### src/sv/tlp_pkg.sv
package tlp_pkg;

    // Widths fixed by the line format.
    localparam int CHAR_W   = 8;
    localparam int COUNT_W  = 7;
    localparam int POS_W    = 6;
    localparam int VALUE_W  = 2;
    localparam int STATUS_W = 2;
    localparam int PHASE_W  = 3;
    localparam int CFG_ADDR_W = 1;
    localparam int OUT_DATA_W = 16;

    localparam int MAX_LITERALS_DEF = 64;

    // Parse phases.
    localparam logic [PHASE_W-1:0] PH_FIRST_IN  = 3'd0;
    localparam logic [PHASE_W-1:0] PH_IN        = 3'd1;
    localparam logic [PHASE_W-1:0] PH_FIRST_OUT = 3'd2;
    localparam logic [PHASE_W-1:0] PH_OUT       = 3'd3;
    localparam logic [PHASE_W-1:0] PH_DONE      = 3'd4;
    localparam logic [PHASE_W-1:0] PH_ERROR     = 3'd5;

    // Literal values.
    localparam logic [VALUE_W-1:0] LIT_FALSE = 2'd0;
    localparam logic [VALUE_W-1:0] LIT_TRUE  = 2'd1;
    localparam logic [VALUE_W-1:0] LIT_DC    = 2'd2;

    // Line status codes.
    localparam logic [STATUS_W-1:0] ST_ACCEPTED   = 2'd0;
    localparam logic [STATUS_W-1:0] ST_ERROR      = 2'd1;
    localparam logic [STATUS_W-1:0] ST_INCOMPLETE = 2'd2;

    // Configuration register indexes.
    localparam logic [CFG_ADDR_W-1:0] REG_EXP_INPUTS  = 1'd0;
    localparam logic [CFG_ADDR_W-1:0] REG_EXP_OUTPUTS = 1'd1;

    // Character codes.
    localparam logic [CHAR_W-1:0] CH_NUL   = 8'h00;
    localparam logic [CHAR_W-1:0] CH_TAB   = 8'h09;
    localparam logic [CHAR_W-1:0] CH_LF    = 8'h0A;
    localparam logic [CHAR_W-1:0] CH_FF    = 8'h0C;
    localparam logic [CHAR_W-1:0] CH_CR    = 8'h0D;
    localparam logic [CHAR_W-1:0] CH_SPACE = 8'h20;
    localparam logic [CHAR_W-1:0] CH_DASH  = 8'h2D;
    localparam logic [CHAR_W-1:0] CH_SEMI  = 8'h3B;
    localparam logic [CHAR_W-1:0] CH_GT    = 8'h3E;
    localparam logic [CHAR_W-1:0] CH_UP_F  = 8'h46;
    localparam logic [CHAR_W-1:0] CH_UP_T  = 8'h54;
    localparam logic [CHAR_W-1:0] CH_UP_X  = 8'h58;
    localparam logic [CHAR_W-1:0] CH_LO_F  = 8'h66;
    localparam logic [CHAR_W-1:0] CH_LO_T  = 8'h74;
    localparam logic [CHAR_W-1:0] CH_LO_X  = 8'h78;

    typedef struct packed {
        logic               is_lit;
        logic [VALUE_W-1:0] lit_value;
        logic               is_blank;
        logic               is_gt;
        logic               is_term;
    } char_class_t;

    typedef struct packed {
        logic                lit_valid;
        logic                lit_side;
        logic [VALUE_W-1:0]  lit_value;
        logic [POS_W-1:0]    lit_pos;
        logic                done;
        logic [STATUS_W-1:0] status;
    } parse_result_t;

endpackage

### src/sv/tlp_classify.sv
module tlp_classify (
    input  logic [tlp_pkg::CHAR_W-1:0] char_code,
    output tlp_pkg::char_class_t       cls
);
    import tlp_pkg::*;

    always_comb
    begin
        cls = '0;
        case (char_code)
            CH_UP_T, CH_LO_T:
            begin
                cls.is_lit    = 1'b1;
                cls.lit_value = LIT_TRUE;
            end
            CH_UP_F, CH_LO_F:
            begin
                cls.is_lit    = 1'b1;
                cls.lit_value = LIT_FALSE;
            end
            CH_UP_X, CH_LO_X, CH_DASH:
            begin
                cls.is_lit    = 1'b1;
                cls.lit_value = LIT_DC;
            end
            CH_SPACE, CH_TAB:
            begin
                cls.is_blank = 1'b1;
            end
            CH_GT:
            begin
                cls.is_gt = 1'b1;
            end
            CH_LF, CH_NUL, CH_CR, CH_FF, CH_SEMI:
            begin
                cls.is_term = 1'b1;
            end
            default:
            begin
                cls = '0;
            end
        endcase
    end

endmodule

### src/sv/tlp_parse.sv
module tlp_parse #(
    parameter int MAX_LITERALS = tlp_pkg::MAX_LITERALS_DEF
) (
    input  logic                        clk,
    input  logic                        rst_n,
    input  logic                        step,
    input  tlp_pkg::char_class_t        cls,
    input  logic                        line_end,
    input  logic [tlp_pkg::COUNT_W-1:0] exp_inputs,
    input  logic [tlp_pkg::COUNT_W-1:0] exp_outputs,
    output tlp_pkg::parse_result_t      result
);
    import tlp_pkg::*;

    localparam logic [COUNT_W-1:0] MAX_COUNT = COUNT_W'(MAX_LITERALS);

    logic [PHASE_W-1:0] phase_reg, phase_next, phase_mid;
    logic [COUNT_W-1:0] in_cnt_reg, in_cnt_next, in_cnt_mid;
    logic [COUNT_W-1:0] out_cnt_reg, out_cnt_next, out_cnt_mid;
    logic               out_side;
    logic [COUNT_W-1:0] cnt_sel;

    assign out_side = phase_reg[1];
    assign cnt_sel  = out_side ? out_cnt_reg : in_cnt_reg;

    always_comb
    begin
        phase_mid   = phase_reg;
        in_cnt_mid  = in_cnt_reg;
        out_cnt_mid = out_cnt_reg;
        result      = '0;

        // Phases above the output side take no part in parsing.
        if (!phase_reg[2])
        begin
            if (cls.is_lit)
            begin
                if (cnt_sel >= MAX_COUNT)
                begin
                    phase_mid = PH_ERROR;
                end
                else
                begin
                    result.lit_valid = 1'b1;
                    result.lit_side  = out_side;
                    result.lit_value = cls.lit_value;
                    result.lit_pos   = cnt_sel[POS_W-1:0];
                    if (out_side)
                    begin
                        out_cnt_mid = out_cnt_reg + COUNT_W'(1);
                        phase_mid   = PH_OUT;
                    end
                    else
                    begin
                        in_cnt_mid = in_cnt_reg + COUNT_W'(1);
                        phase_mid  = PH_IN;
                    end
                end
            end
            else if (cls.is_blank)
            begin
                phase_mid = phase_reg;
            end
            else if (phase_reg == PH_IN && cls.is_gt)
            begin
                phase_mid = PH_FIRST_OUT;
            end
            else if (phase_reg == PH_OUT && cls.is_term)
            begin
                phase_mid = PH_DONE;
            end
            else
            begin
                phase_mid = PH_ERROR;
            end
        end

        phase_next   = phase_mid;
        in_cnt_next  = in_cnt_mid;
        out_cnt_next = out_cnt_mid;

        if (line_end)
        begin
            result.done = 1'b1;
            if (phase_mid == PH_DONE)
            begin
                result.status = (in_cnt_mid == exp_inputs && out_cnt_mid == exp_outputs)
                                ? ST_ACCEPTED : ST_ERROR;
            end
            else if (!phase_mid[2])
            begin
                result.status = ST_INCOMPLETE;
            end
            else
            begin
                result.status = ST_ERROR;
            end
            phase_next   = PH_FIRST_IN;
            in_cnt_next  = '0;
            out_cnt_next = '0;
        end
    end

    always_ff @(posedge clk or negedge rst_n)
    begin
        if (!rst_n)
        begin
            phase_reg   <= PH_FIRST_IN;
            in_cnt_reg  <= '0;
            out_cnt_reg <= '0;
        end
        else if (step)
        begin
            phase_reg   <= phase_next;
            in_cnt_reg  <= in_cnt_next;
            out_cnt_reg <= out_cnt_next;
        end
    end

endmodule

### src/sv/truth_table_line_parser_core.sv
// Channel   Direction  Payload
// s_axis    in         tdata = char_code[7:0], tlast = line_end
// m_axis    out        tdata = literal fields and status, tlast = line_done
// cfg       in         cfg_we, cfg_addr selects expected_inputs/outputs, cfg_wdata
//
// One character word is accepted per cycle while m_axis is not stalled; each word
// yields one result word through the input register, then the result register.
// The parse state update steps the phase and counters together.
// Reset clears the parse state, the valid flags and restores both expected counts to 1.
// A stall on m_axis holds the result register; one more word can wait in the input
// register before s_tready drops.
module truth_table_line_parser_core #(
    parameter int MAX_LITERALS = tlp_pkg::MAX_LITERALS_DEF
) (
    input  logic                             clk,
    input  logic                             rst_n,
    input  logic                             s_tvalid,
    output logic                             s_tready,
    input  logic [tlp_pkg::CHAR_W-1:0]       s_tdata,   // [7:0] char_code
    input  logic                             s_tlast,
    output logic                             m_tvalid,
    input  logic                             m_tready,
    // [0] literal_valid, [1] literal_side, [3:2] literal_value,
    // [9:4] literal_position, [11:10] line_status, [15:12] zero
    output logic [tlp_pkg::OUT_DATA_W-1:0]   m_tdata,
    output logic                             m_tlast,
    input  logic                             cfg_we,
    input  logic [tlp_pkg::CFG_ADDR_W-1:0]   cfg_addr,
    input  logic [tlp_pkg::COUNT_W-1:0]      cfg_wdata
);
    import tlp_pkg::*;

    logic [COUNT_W-1:0] exp_in_reg, exp_out_reg;

    logic              in_valid_reg;
    logic [CHAR_W-1:0] in_char_reg;
    logic              in_last_reg;

    logic              out_valid_reg;
    parse_result_t     out_res_reg;

    logic              out_adv;
    logic              in_adv;
    char_class_t       cls;
    parse_result_t     res;

    assign out_adv  = !out_valid_reg || m_tready;
    assign in_adv   = in_valid_reg && out_adv;
    assign s_tready = !in_valid_reg || out_adv;

    always_ff @(posedge clk or negedge rst_n)
    begin
        if (!rst_n)
        begin
            exp_in_reg  <= COUNT_W'(1);
            exp_out_reg <= COUNT_W'(1);
        end
        else if (cfg_we)
        begin
            case (cfg_addr)
                REG_EXP_INPUTS:  exp_in_reg  <= cfg_wdata;
                REG_EXP_OUTPUTS: exp_out_reg <= cfg_wdata;
                default:         exp_in_reg  <= exp_in_reg;
            endcase
        end
    end

    always_ff @(posedge clk or negedge rst_n)
    begin
        if (!rst_n)
        begin
            in_valid_reg <= 1'b0;
        end
        else if (s_tready)
        begin
            in_valid_reg <= s_tvalid;
        end
    end

    always_ff @(posedge clk)
    begin
        if (s_tready && s_tvalid)
        begin
            in_char_reg <= s_tdata;
            in_last_reg <= s_tlast;
        end
    end

    tlp_classify u_classify (
        .char_code (in_char_reg),
        .cls       (cls)
    );

    tlp_parse #(
        .MAX_LITERALS (MAX_LITERALS)
    ) u_parse (
        .clk         (clk),
        .rst_n       (rst_n),
        .step        (in_adv),
        .cls         (cls),
        .line_end    (in_last_reg),
        .exp_inputs  (exp_in_reg),
        .exp_outputs (exp_out_reg),
        .result      (res)
    );

    always_ff @(posedge clk or negedge rst_n)
    begin
        if (!rst_n)
        begin
            out_valid_reg <= 1'b0;
        end
        else if (out_adv)
        begin
            out_valid_reg <= in_valid_reg;
        end
    end

    always_ff @(posedge clk)
    begin
        if (in_adv)
        begin
            out_res_reg <= res;
        end
    end

    assign m_tvalid = out_valid_reg;
    assign m_tlast  = out_res_reg.done;
    assign m_tdata  = {4'b0000, out_res_reg.status, out_res_reg.lit_pos,
                       out_res_reg.lit_value, out_res_reg.lit_side, out_res_reg.lit_valid};

endmodule
### config.mk
export PLATFORM = sky130hd
export DESIGN_NAME = truth_table_line_parser_core
export DESIGN_NICKNAME = d
export VERILOG_FILES = /design/src/sv/tlp_pkg.sv /design/src/sv/tlp_classify.sv /design/src/sv/tlp_parse.sv /design/src/sv/truth_table_line_parser_core.sv
export SDC_FILE = /design/constraint.sdc
export NUM_CORES = 1
export LEC_CHECK = 0
export CAP_MARGIN = 10
export CORE_MARGIN = 2
export CORE_UTILIZATION = 28
export CTS_CLUSTER_DIAMETER = 200
export DETAILED_ROUTE_END_ITERATION = 10
export DONT_BUFFER_PORTS = 1
export PLACE_DENSITY = 0.43
export SLEW_MARGIN = 20
export SYNTH_ARGS = -nofsm -noshare
export SYNTH_HDL_FRONTEND = slang
export SYNTH_SLANG_ARGS = --single-unit
### constraint.sdc
create_clock -name clk -period 2.8 [get_ports clk]
set_input_delay 0.28 -clock clk [delete_from_list [all_inputs] [get_ports clk]]
set_output_delay 0.28 -clock clk [all_outputs]
set_load 0.02 [all_outputs]
==> results of run 1 <==
## logic make-up after synthesis
kind of cell               Yosys count  synth area share (%)
muxes                               24                 8.405
adders and majority gates            2                0.8159
and+or+nand+nor                     89                 17.63
buffers and inverters               26                 4.039
other                                1                0.1223
DFF                                 55                 48.55
xor gates and xnor gates            18                 5.141
AOI/OAI and AO/OA                   66                 15.30
## repair_timing
action / 4_1_cts / 5_1_grt
endpoints found under the setup margin: 0 / 1
gates resized for setup: 0 / 2
hold buffers: 2 / 0
hold endpoints to repair: 33 / 0
## worst max-delay path, delay by kind of cell, from the launching register on
| family | cells | cell delay [ps] |
|---|---|---|
| compound gates | 4 | 880 |
| flops | 1 | 470 |
| simple gates | 3 | 1030 |
## layout make-up
type,instances,area [sq um],area share (%)
clock buffer,6,82.58,2.419
clock inverter,2,15.01,0.4399
inverter,4,15.01,0.4399
multi-input combinational,203,1471,43.11
sequential,55,1489,43.62
tap,140,175.2,5.132
timing repair buffer,20,165.2,4.839
## cells in the mapped netlist, types with 2 or more instances
| cell type | n |
|---|---|
| mux2_2 | 14 |
| nand3b_1 | 3 |
| nor4_1 | 2 |
| dfstp_2 | 2 |
| nand3_1 | 4 |
| and4_1 | 2 |
| nand2_1 | 16 |
| nand2b_1 | 9 |
| or3_1 | 2 |
| o31a_1 | 3 |
| nand4_1 | 7 |
| a21o_1 | 2 |
| dfrtp_1 | 31 |
| a31oi_1 | 8 |
| and4b_1 | 2 |
| a21oi_1 | 11 |
| nor3_1 | 6 |
| clkbuf_1 | 13 |
| nand4b_1 | 4 |
| nor2_1 | 14 |
| inv_1 | 4 |
| ha_1 | 2 |
| o22ai_1 | 2 |
| a32o_1 | 2 |
| and3b_1 | 2 |
| nor4b_1 | 3 |
| buf_4 | 4 |
| nor2b_1 | 3 |
| xnor2_1 | 8 |
| buf_2 | 3 |
| o31ai_1 | 5 |
| a311oi_4 | 2 |
| o21ai_0 | 22 |
| xor2_1 | 10 |
| and2_1 | 2 |
| edfxtp_1 | 22 |
| mux2i_1 | 10 |
## power breakdown
| part | leakage, nW | internal [mW] | switching [mW] |
|---|---|---|---|
| clock network | 0.0517 | 0.203 | 0.272 |
| logic | 0.578 | 0.101 | 0.129 |
| registers | 0.634 | 0.905 | 0.0660 |
## metal layers
| metal | vias to the layer above | global-route usage (%) | share of wire [%] |
|---|---|---|---|
| met5 | - | 0 | 0 |
| met4 | 0 | 4.029 | 1.3 |
| met3 | 6 | 2.929 | 3.7 |
| met2 | 49 | 22.95 | 48 |
| met1 | 1117 | 18.85 | 47 |
| li1 | 1060 | - | - |
## worst paths after layout
kind / startpoint / cells after the start / slack, ps / endpoint
hold reg to reg: in_valid_reg$_DFFE_PN0N_ / 1 / 510 / m_tvalid$_DFFE_PN0P_
min in group asynchronous: rst_n / 2 / 410 / exp_in_reg[3]$_DFFE_PN0P_
setup reg to reg: in_char_reg[7]$_DFFE_PP_ / 7 / 140 / m_tdata[10]$_SDFFCE_PN0P_
max in group asynchronous: rst_n / 2 / 2140 / exp_in_reg[0]$_DFFE_PN1P_
hold / removal: s_tdata[3] / 0 / 40 / in_char_reg[3]$_DFFE_PP_
setup / recovery: in_char_reg[7]$_DFFE_PP_ / 7 / 140 / m_tdata[10]$_SDFFCE_PN0P_
==> impl_results.md, run 1 <==
- Worst Hold Slack: about 44 ps
- CP max-delay cell: or4_4
- Hold Violations, Final: 0
- Tot GR Track Use: roughly 14%
- Largest net degree at the start of global routing: 34
- Num CTS Buffers: 5
- TritonCTS clock tree: done
- WP data required: about 2900 ps
- Crit path max fanout: 7
- Fin crit share: roughly 95%
- Dpl ws: 174.1 ps
- IO Count: 41
- First-pass GRT wire length: 12440 um
- Crit start category: register
- DIE WIDTH: 108.7 um
- Crit. End Element: register
- Initial antenna violation count: 0
- Most area-hungry cell type in the Yosys netlist: dfrtp_1
- DR vias: ~2.2k
- Input/output buffers: 0
- CTS root buf: clkbuf_8
- Die area: around 0.012 sq mm
- Final setup viols: 0
- Hold Crit Class: in2reg
- Clock Latency Late Sink: roughly 320 ps
- Fillcell total: around 1.1k
- Site row count: 38
- Setup TNS: 0 ps
- Placed inst area: between 0.003 and 0.004 sq mm
- Total grt overflow: 0
- Synth warnings: 0
- Mapped Area: approximately 0.0031 sq mm
- Worst path arrival time: between 2000 and 3000 ps
- Fin. max-slew vios: 0
- Synth cell types: 57
- Max reg flops: 12
- Share of layout cells above drive strength 1: between 10% and 20%
- Final antenna-violating net count: 0
- Status: finished clean
- Critical Path Max Stage Delay: approximately 570 ps
- Non-Filler Instances: between 400 and 500
- Placed cells: 420
- Number of global-route vias before repair: about 2.2k
- Gpl congestion: ~0.84
- Clock skew: around 12 ps
- Hpwl dp: ~5800 um
- Mapped Cells: roughly 280
- Sequential fraction of the synthesis area: just under 50%
- DR pass1 iterations: 4
- Area grow syn2layout: 11.30%
- Worst-path clk slew: roughly 100 ps
- Total Wirelength: ~7600 um
- Leak Pwr: between 1 and 1.5 nW
- Final #Nets: between 300 and 400
- Vias/cell: between 5 and 6
- Final core occ: between 30% and 40%
- FMAX: roughly 0.38 GHz
- VDD IR max: between 0.2 and 0.25 mV
- Relative slew margins: 53.06%
- Yosys top cell area share: around a quarter
- Initial Utilization: between 20% and 30%
- Clk sinks: 55
- Final Power: 1.676 mW
- Worst slew pin tran: approximately 700 ps
- DRT iter0 DRCs: 61
- Max-Cap Viols: 0
- Flops & latches, synth: 55
- Die height: around 110 um
- Top cells by area, synth: dfrtp_1 25%, edfxtp_1 22%, mux2_2 5.1%
- Routed length per instance: roughly 18 um
- Main synth FF type: dfrtp_1
- Finished Cell Area: 0.003413 sq mm
- Critical path type: reg2reg
- Power Density: between 400 and 500 mW/mm^2
- Post-CTS Setup Bufs: 0
- Final min period: ~2700 ps
- ANT cells: 0
- Worst path cell trace: or4_4, nor2_4, o31ai_2, o31a_1, a211o_1, nor4_2, a41oi_2
- H-tree depth: 2
- Number of flops mapped to enable cells by yosys: 22
- Ys async rst share: between 60% and 70%
- RSZ-0062 raised after global routing: false
- Residual DRC: 0
- Avg Synthesized Cell Area: ~11 sq um
- Clock Path Buffers: 2
- Most frequent cells in the layout: 31 x dfrtp_1, 22 x edfxtp_1, 21 x o21ai_0
- Most common cell after layout, fill and taps aside: dfrtp_1
- Core ar.: between 0.01 and 0.015 sq mm
- Final setup margin: 143.7 ps
Note: power is estimated with default switching activity, not from simulation.
==> run 2, diff against run 1 <==
RECOVER_POWER = 50   (was not set)
SLEW_MARGIN = 40   (was 20)
==> impl_results.md, run 2 (synthesis results as in run 1) <==
- RSZ-0062 raised after global routing: false (unchanged)
- Input/output buffers: 0 (unchanged)
- Final Power: 1.672 mW (was 1.676 mW)
- Placed inst area: 0.003279 sq mm (unchanged)
- Hpwl dp: 5799 um (unchanged)
- Hold Violations, Final: 0 (unchanged)
- Clock Path Buffers: 2 (unchanged)
- First-pass GRT wire length: 12440 um (unchanged)
- Setup TNS: 0 ps (unchanged)
- Initial Utilization: 28.54% (unchanged)
- Final min period: 2660 ps (was 2656 ps)
- Most common cell after layout, fill and taps aside: dfrtp_1 (unchanged)
- R2R Path Start: in_char_reg[7]$_DFFE_PP_ (unchanged)
- Dpl ws: 174.1 ps (unchanged)
- ANT cells: 0 (unchanged)
- Worst Hold Slack: 44.88 ps (was 43.55 ps)
- DR pass1 iterations: 4 (unchanged)
- DIE WIDTH: 108.7 um (unchanged)
- Area grow syn2layout: 10.77% (was 11.30%)
- Tot GR Track Use: 14.06% (unchanged)
- Crit. End Element: register (unchanged)
- Total grt overflow: 0 (unchanged)
- Initial antenna violation count: 0 (unchanged)
- CP max-delay cell: or4_4 (unchanged)
- DR vias: 2234 (was 2232)
- Final setup margin: 140.2 ps (was 143.7 ps)
- Most frequent cells in the layout: 31 x dfrtp_1, 22 x edfxtp_1, 21 x o21ai_0 (unchanged)
- Worst path arrival time: 2730 ps (was 2720 ps)
- Worst slew pin tran: 1860 ps (was 702.6 ps)
- Max reg flops: 12 (unchanged)
- Routed length per instance: 17.70 um (was 17.71 um)
- Non-Filler Instances: 430 (unchanged)
- Residual DRC: 0 (unchanged)
- Die height: 108.7 um (unchanged)
- Power Density: 492.1 mW/mm^2 (was 491.1 mW/mm^2)
- Relative slew margins: -24.01% (was 53.06%)
- Site row count: 38 (unchanged)
- Clk sinks: 55 (unchanged)
- Max-Cap Viols: 1 (was 0)
- Die area: 0.01181 sq mm (unchanged)
- Final core occ: 31.61% (was 31.77%)
- Hold wc startpoint: s_tdata[3] (unchanged)
- Crit path max fanout: 7 (unchanged)
- Number of global-route vias before repair: 2213 (unchanged)
- Vias/cell: 5.195 (was 5.191)
- Final antenna-violating net count: 0 (unchanged)
- TritonCTS clock tree: done (unchanged)
- Share of layout cells above drive strength 1: 17.93% (was 18.62%)
- Fin crit share: 94.99% (was 94.87%)
- Hold Crit Class: in2reg (unchanged)
- Largest net degree at the start of global routing: 34 (unchanged)
- FMAX: 0.3760 GHz (was 0.3765 GHz)
- Clock Latency Late Sink: 320 ps (about the same)
- IO Count: 41 (unchanged)
- Critical Path Max Stage Delay: 570 ps (about the same)
- Final #Nets: 313 (unchanged)
- WP data required: 2870 ps (about the same)
- Critical path type: reg2reg (unchanged)
- Post-CTS Setup Bufs: 0 (unchanged)
- Num CTS Buffers: 5 (unchanged)
- Final setup viols: 0 (unchanged)
- Gpl congestion: 0.8428 (unchanged)
- Worst Path Buf+Inv: 0 (unchanged)
- Fin. max-slew vios: 34 (was 0)
- Crit start category: register (unchanged)
- Worst setup path start: in_char_reg[7]$_DFFE_PP_ (unchanged)
- Total Wirelength: 7609 um (was 7616 um)
- H-tree depth: 2 (unchanged)
- Crit path max-delay family: simple AND/OR/NAND/NOR gates (unchanged)
- Worst-path clk slew: 100 ps (about the same)
- DRT iter0 DRCs: 63 (was 61)
- VDD IR max: 0.2056 mV (was 0.2061 mV)
- Core ar.: 0.01075 sq mm (unchanged)
- CTS root buf: clkbuf_8 (unchanged)
- Clock skew: 10.18 ps (was 11.50 ps)
- Failing checks: max-capacitance violations, max-slew violations
- Worst path cell trace: or4_4, nor2_4, o31ai_2, o31a_1, a211o_1, nor4_2, a41oi_2 (unchanged)
- Placed cells: 420 (unchanged)
- Leak Pwr: 1.255 nW (was 1.264 nW)
- Finished Cell Area: 0.003397 sq mm (was 0.003413 sq mm)
- Status: finished with violations (was finished clean)
==> run 2: cell count changes in the layout (fill, tap and decap cells not counted) <==
cell	before	now
dfstp_2	2	1
buf_12	1	0
clkbuf_1	0	1
dfstp_1	0	1
==> run 2: cell type report <==
cell class                      instances  area [sq um]
Multi-Input combinational cell        203          1471
Tap cell                              140         175.2
Timing Repair Buffer                   20         148.9
Clock inverter                          2         15.01
Fill cell                            1135          7348
Inverter                                4         15.01
Sequential cell                        55          1489
Clock buffer                            6         82.58
==> run 2: worst paths after layout <==
check                                                        end  slack [ps]  cells past startpoint
worst max-delay path                   m_tdata[10]$_SDFFCE_PN0P_         140                      7
max in group asynchronous       u_parse.phase_reg[2]$_DFFE_PN0P_         730                      2
worst max register to register         m_tdata[10]$_SDFFCE_PN0P_         140                      7
worst min register to register              m_tvalid$_DFFE_PN0P_         510                      1
min in group asynchronous              exp_in_reg[3]$_DFFE_PN0P_        1010                      2
worst min-delay path                    in_char_reg[3]$_DFFE_PP_          40                      0
==> run 2: where the power goes <==
group | internal [mW] | switching [mW] | total [mW]
combinational | 0.0988 | 0.128 | 0.227
clock | 0.203 | 0.271 | 0.474
sequential | 0.904 | 0.0658 | 0.970
==> run 2: routing by layer <==
layer	share of wire (%)	vias up	track usage [%]
met5	0	-	0
li1	-	1063	-
met3	4.7	6	2.929
met4	1.3	0	4.029
met2	48	55	22.95
met1	46	1110	18.85
==> run 2: timing repair <==
action,4_1_cts,5_1_grt
gates resized for setup,0,2
hold buffers,2,0
setup endpoints to repair,0,1
hold endpoints to repair,33,0
